File: src/design/twgc_pkg.sv
`timescale 1ns / 1ps
`default_nettype none
package twgc_pkg;
  localparam int FracBitsDefault = 12;
  localparam int CordicSteps = 28;
  localparam int AngFrac = 30;
  localparam logic signed [35:0] PiQ30 = 36'sd3373259426;
  localparam int TgtW = 17;
  localparam int GainW = 16;
  localparam int PoseW = 18;
  localparam int HeadW = 15;
  localparam int OutW = 24;
  localparam int DW = 19;
  localparam int SqW = 39;
  localparam int CfgIdxW = 3;
  localparam int CfgDataW = 17;

  typedef enum logic [CfgIdxW-1:0] {
    REG_T1X = 3'd0, REG_T1Y = 3'd1, REG_T2X = 3'd2, REG_T2Y = 3'd3,
    REG_LGAIN = 3'd4, REG_AGAIN = 3'd5, REG_RADIUS = 3'd6
  } reg_index_t;

  typedef struct packed {
    logic load;
    logic start_iter;
    logic iter;
    logic mul;
    logic out_stop;
    logic out_cmd;
  } dp_cmd_t;

  typedef struct packed {
    logic iter_done;
    logic arrive1;
    logic arrive2;
  } dp_status_t;

  function automatic logic [35:0] atan_entry(input logic [4:0] i);
    logic [35:0] r;
    begin
      r = 36'd0;
      unique case (i)
        5'd0: r = 36'd843314857;
        5'd1: r = 36'd497837829;
        5'd2: r = 36'd263043837;
        5'd3: r = 36'd133525159;
        5'd4: r = 36'd67021687;
        5'd5: r = 36'd33543516;
        5'd6: r = 36'd16775851;
        5'd7: r = 36'd8388437;
        5'd8: r = 36'd4194283;
        5'd9: r = 36'd2097149;
        5'd10: r = 36'd1048576;
        default: r = 36'd1 << (AngFrac - 32'(i));
      endcase
      return r;
    end
  endfunction
endpackage
`default_nettype wire

File: src/design/twgc_control.sv
`timescale 1ns / 1ps
`default_nettype none
module twgc_control (
  input  wire logic clk,
  input  wire logic rst,
  input  wire logic in_valid,
  output logic in_ready,
  input  wire logic out_ready,
  output logic out_valid,
  output logic out_stop,
  output logic phase,
  output logic cmd_phase,
  input  wire logic cfg_wr,
  input  wire logic cfg_hit,
  output twgc_pkg::dp_cmd_t cmd,
  input  wire twgc_pkg::dp_status_t status
);
  import twgc_pkg::*;

  typedef enum logic [6:0] {
    S_IDLE = 7'b0000001, S_SUM = 7'b0000010, S_ITER = 7'b0000100,
    S_MUL = 7'b0001000, S_CMD = 7'b0010000, S_STOP = 7'b0100000,
    S_WAIT = 7'b1000000
  } state_t;

  state_t state, state_next;
  logic finished, stop_pend;

  assign in_ready = (state == S_IDLE);
  assign cmd.load = in_valid && in_ready && !finished;
  assign cmd.start_iter = (state == S_SUM);
  assign cmd.iter = (state == S_ITER);
  assign cmd.mul = (state == S_MUL);
  assign cmd.out_cmd = (state == S_CMD);
  assign cmd.out_stop = (state == S_STOP);
  assign out_valid = (state == S_CMD) || (state == S_STOP);
  assign out_stop = (state == S_STOP);

  always_comb begin
    state_next = state;
    unique case (state)
      S_IDLE: if (cmd.load) state_next = S_SUM;
      S_SUM: state_next = S_ITER;
      S_ITER: if (status.iter_done) state_next = S_WAIT;
      S_WAIT: state_next = S_MUL;
      S_MUL: state_next = S_CMD;
      S_CMD: if (out_ready) state_next = stop_pend ? S_STOP : S_IDLE;
      S_STOP: if (out_ready) state_next = S_IDLE;
      default: state_next = S_IDLE;
    endcase
  end

  always_ff @(posedge clk) begin
    if (rst) begin
      state <= S_IDLE;
      finished <= 1'b0;
      phase <= 1'b0;
      cmd_phase <= 1'b0;
      stop_pend <= 1'b0;
    end else begin
      state <= state_next;
      if (cmd.load) cmd_phase <= phase;
      if (state == S_MUL) begin
        stop_pend <= status.arrive2;
        if (!phase && status.arrive1) phase <= 1'b1;
        if (status.arrive2) finished <= 1'b1;
      end
      if (cfg_wr && cfg_hit) begin
        finished <= 1'b0;
        if (finished) phase <= 1'b0;
      end
    end
  end
endmodule
`default_nettype wire

File: config.mk
export PLATFORM = sky130hd
export DESIGN_NAME = twgc_control
export DESIGN_NICKNAME = d
export VERILOG_FILES = /design/src/design/twgc_pkg.sv /design/src/design/twgc_control.sv
export SDC_FILE = /design/constraint.sdc
export NUM_CORES = 1
export LEC_CHECK = 0
export BUFFER_PORTS_ARGS = -buffer_cell sky130_fd_sc_hd__buf_2
export CORE_MARGIN = 2
export CORE_UTILIZATION = 35
export DETAILED_ROUTE_END_ITERATION = 8
export PLACE_DENSITY_LB_ADDON = 0.3
export SLEW_MARGIN = 30
export SYNTH_ARGS = -nofsm -noshare
export SYNTH_HDL_FRONTEND = slang
export SYNTH_SLANG_ARGS = --single-unit
File: constraint.sdc
create_clock -name clk -period 1.7 [get_ports clk]
set_input_delay 0.34 -clock clk [delete_from_list [all_inputs] [get_ports clk]]
set_output_delay 0.34 -clock clk [all_outputs]
set_load 0.02 [all_outputs]
==> results by group <==
Outcome
  – Status: finished, violations left
  – Failing checks: setup timing

Route
  – Antenna Violating Nets Remaining: 0
  – DRC viols: 0
  – WL final: between 1500 and 2000 um
  – Vias per cell: approximately 5.4
  – WL/cell: around 15 um
  – 1st-pass router iterations: 4
  – Detailed-route via count: roughly 670
  – Initial DRC Count: 10

Power
  – Peak supply drop: 0.000644 V
  – Leakage Power: between 0.4 and 0.5 nW
  – Pwr dens: between 600 and 700 nW/um^2

Floorplan
  – Core Area: 1540 sq um
  – Height of the die: between 40 and 50 um
  – I/O Pins: 20
  – Starting Density: 0.381
  – # rows: 14
  – Die W: around 45 um
  – DIE AREA: ~2000 sq um

Logic synthesis
  – Post-synthesis async set-or-reset flop share: 0
  – Total nets after synthesis: between 70 and 80
  – Most numerous cell in the Yosys netlist: dfxtp_1
  – Synth Warn #: 0
  – Area leader, netlist: dfxtp_1
  – Syn Inst Count: 67
  – Post-synthesis sequential area ratio: 0.374
  – Dominant cells by area after synthesis: dfxtp_1 (37%), nor2_1 (4.5%), a21oi_1 (4.3%)
  – Synthesized area: approximately 590 sq um
  – Library cells used by synthesis: 36
  – Avg Cell Area, Syn: 8.78 sq um
  – Top post-synthesis cells by count: dfxtp_1 (11), nor2_1 (7), a21oi_1 (5)
  – Share of the synthesized area in the top cell type: 0.374
  – Top_reg_cell synth: dfxtp_1
  – Seq cells post-synth: 11
  – Post-synth EDFFs: 0

STA
  – RSZ-0062 raised after global routing: true
  – Period utilization: 1.25
  – Worst-Margin Slew: around 250 ps
  – Rel. slew slack: 0.832
  – Setup TNS: -3540 ps
  – Max Fclk: ~470 MHz
  – # setup viols final: 14
  – Endpoints failing hold: 0
  – Fin. max-slew vios: 0
  – Fin crit period: about 2100 ps
  – Final clock skew: roughly 1.8 ps
  – WHS: 261 ps
  – Final worst slack: -433 ps

Setup path
  – Worst-path fanout max: 4
  – CP endpoint kind: output pin
  – WP data arrival: around 1800 ps
  – Startpoint types: flip-flop
  – CP Class: reg -> out
  – Data required time of the critical path: approximately 1400 ps

Cells and area
  – Synthesis-to-layout area growth: 81.3%
  – Layout cell share with drive strength beyond 1: 0.676
  – Nets: about 120
  – Diodes inserted: 0
  – Fillers: between 100 and 150
  – Final std cells w/o fill: 124
  – Final core occ: 0.692

Global route
  – First-pass GRT wire length: 2870 um
  – Number of global-route vias before repair: 642
  – GRT overflow: 0
  – Largest net degree at the start of global routing: 10
  – Total Routing Usage GR: 0.201
  – Initial antenna violation count: 0

Clock network
  – Num CTS Buffers: 3
  – Clock transition at the registers of the reported paths: 80 ps
  – Root Driver: clkbuf_4
  – CTS tree: done
  – Clock Path Buffers: 2
  – CTS Sinks: 11
  – # H-tree levels: 1
  – Hold buffer count at cts: 0
  – Skew-Pair Late Insertion Delay: approximately 280 ps

Placed design
  – Port Buffer Count: 19
  – # placed instances: between 100 and 150
  – Gp weighted congestion: 0.776
  – Post-DP HPWL: 1220 um

Flow run
  – Max cap viols: 0

Worst hold path
  – Hold Path Class: in -> reg
==> routing by layer <==
layer	track usage	routed length, um	share of wire
met5	0	0	0
met4	0.0882	15	0.0083
met3	0.0480	88	0.049
met2	0.329	924	0.51
met1	0.252	785	0.43
==> worst max-delay path, cell delays in order (launching register included) <==
cell	delay [ps]
dfxtp_2	340
or4_4	590
nor4b_4	280
or2_2	160
buf_2	150
==> final cells by class <==
type | count | area (sq um) | area share
inverters | 3 | 13.8 | 0.0129
clock buffers | 3 | 22.5 | 0.0211
clock inverters | 1 | 5.00 | 0.00469
well taps | 16 | 20.0 | 0.0188
multi-input cells | 49 | 450 | 0.423
flip-flops and latches | 11 | 224 | 0.210
repair buffers | 41 | 330 | 0.310
==> where the power goes <==
group | leakage, nW | total (mW) | switching (mW) | internal [mW]
logic | 0.335 | 0.207 | 0.0860 | 0.121
clock network | 0.0177 | 0.192 | 0.105 | 0.0874
registers | 0.0898 | 0.270 | 0.00621 | 0.264
==> what timing repair did <==
action,4_1_cts,5_1_grt
gates cloned,0,0
setup endpoints to repair,14,16
endpoints found under the hold margin,0,0
buffers inserted,5,2
gates resized for setup,29,15
pin swaps,3,3
==> worst paths after layout <==
check	endpoint	start	slack, ps	depth (start not counted)
hold / removal	finished	cfg_hit	260	2
hold reg to reg	stop_pend	stop_pend	520	2
setup / recovery	out_valid	state[3]	-430	4
setup reg to reg	state[5]	state[3]	-270	6
==> stage by stage <==
| step | setup WS [ps] | area, sq um | total power, mW |
|---|---|---|---|
| after floorplan | -285 | 624 | 0.340 |
| after global placement | -179 | 840 | 0.394 |
| after detailed placement | -238 | 840 | 0.396 |
| after CTS | -432 | 1010 | 0.652 |
| after global routing | -484 | 1070 | 0.696 |
| final | -433 | 1070 | 0.669 |
==> cells by family after synthesis <==
kind of cell           count (synthesis)  synth area share
AO/OA/AOI/OAI                         14             0.160
XOR/XNOR                               1            0.0149
buffers and inverters                  7            0.0553
flip-flops                            11             0.374
multiplexers                           1            0.0170
AND/OR/NAND/NOR                       33             0.379
==> sequential cells by signal, indices dropped and copies added, names as in the netlist <==
register,count
cmd_phase,1
state,7
phase,1
stop_pend,1
finished,1
==> cells in the final DEF (no fill, tap or decap), types with 2 or more instances in the layout <==
| cell type | count |
|---|---|
| a21oi_1 | 4 |
| nor2_1 | 3 |
| buf_2 | 12 |
| buf_6 | 14 |
| dfxtp_1 | 8 |
| buf_4 | 15 |
| nor2_4 | 4 |
| a211oi_2 | 2 |
| or4_4 | 3 |
| clkbuf_4 | 3 |
| nand3b_1 | 2 |
| or4b_4 | 2 |
| nor3_1 | 2 |
| nand2b_1 | 2 |
| nor4b_4 | 2 |
| dfxtp_2 | 3 |
| or3_4 | 2 |
Power figures use the tool's default switching activity.
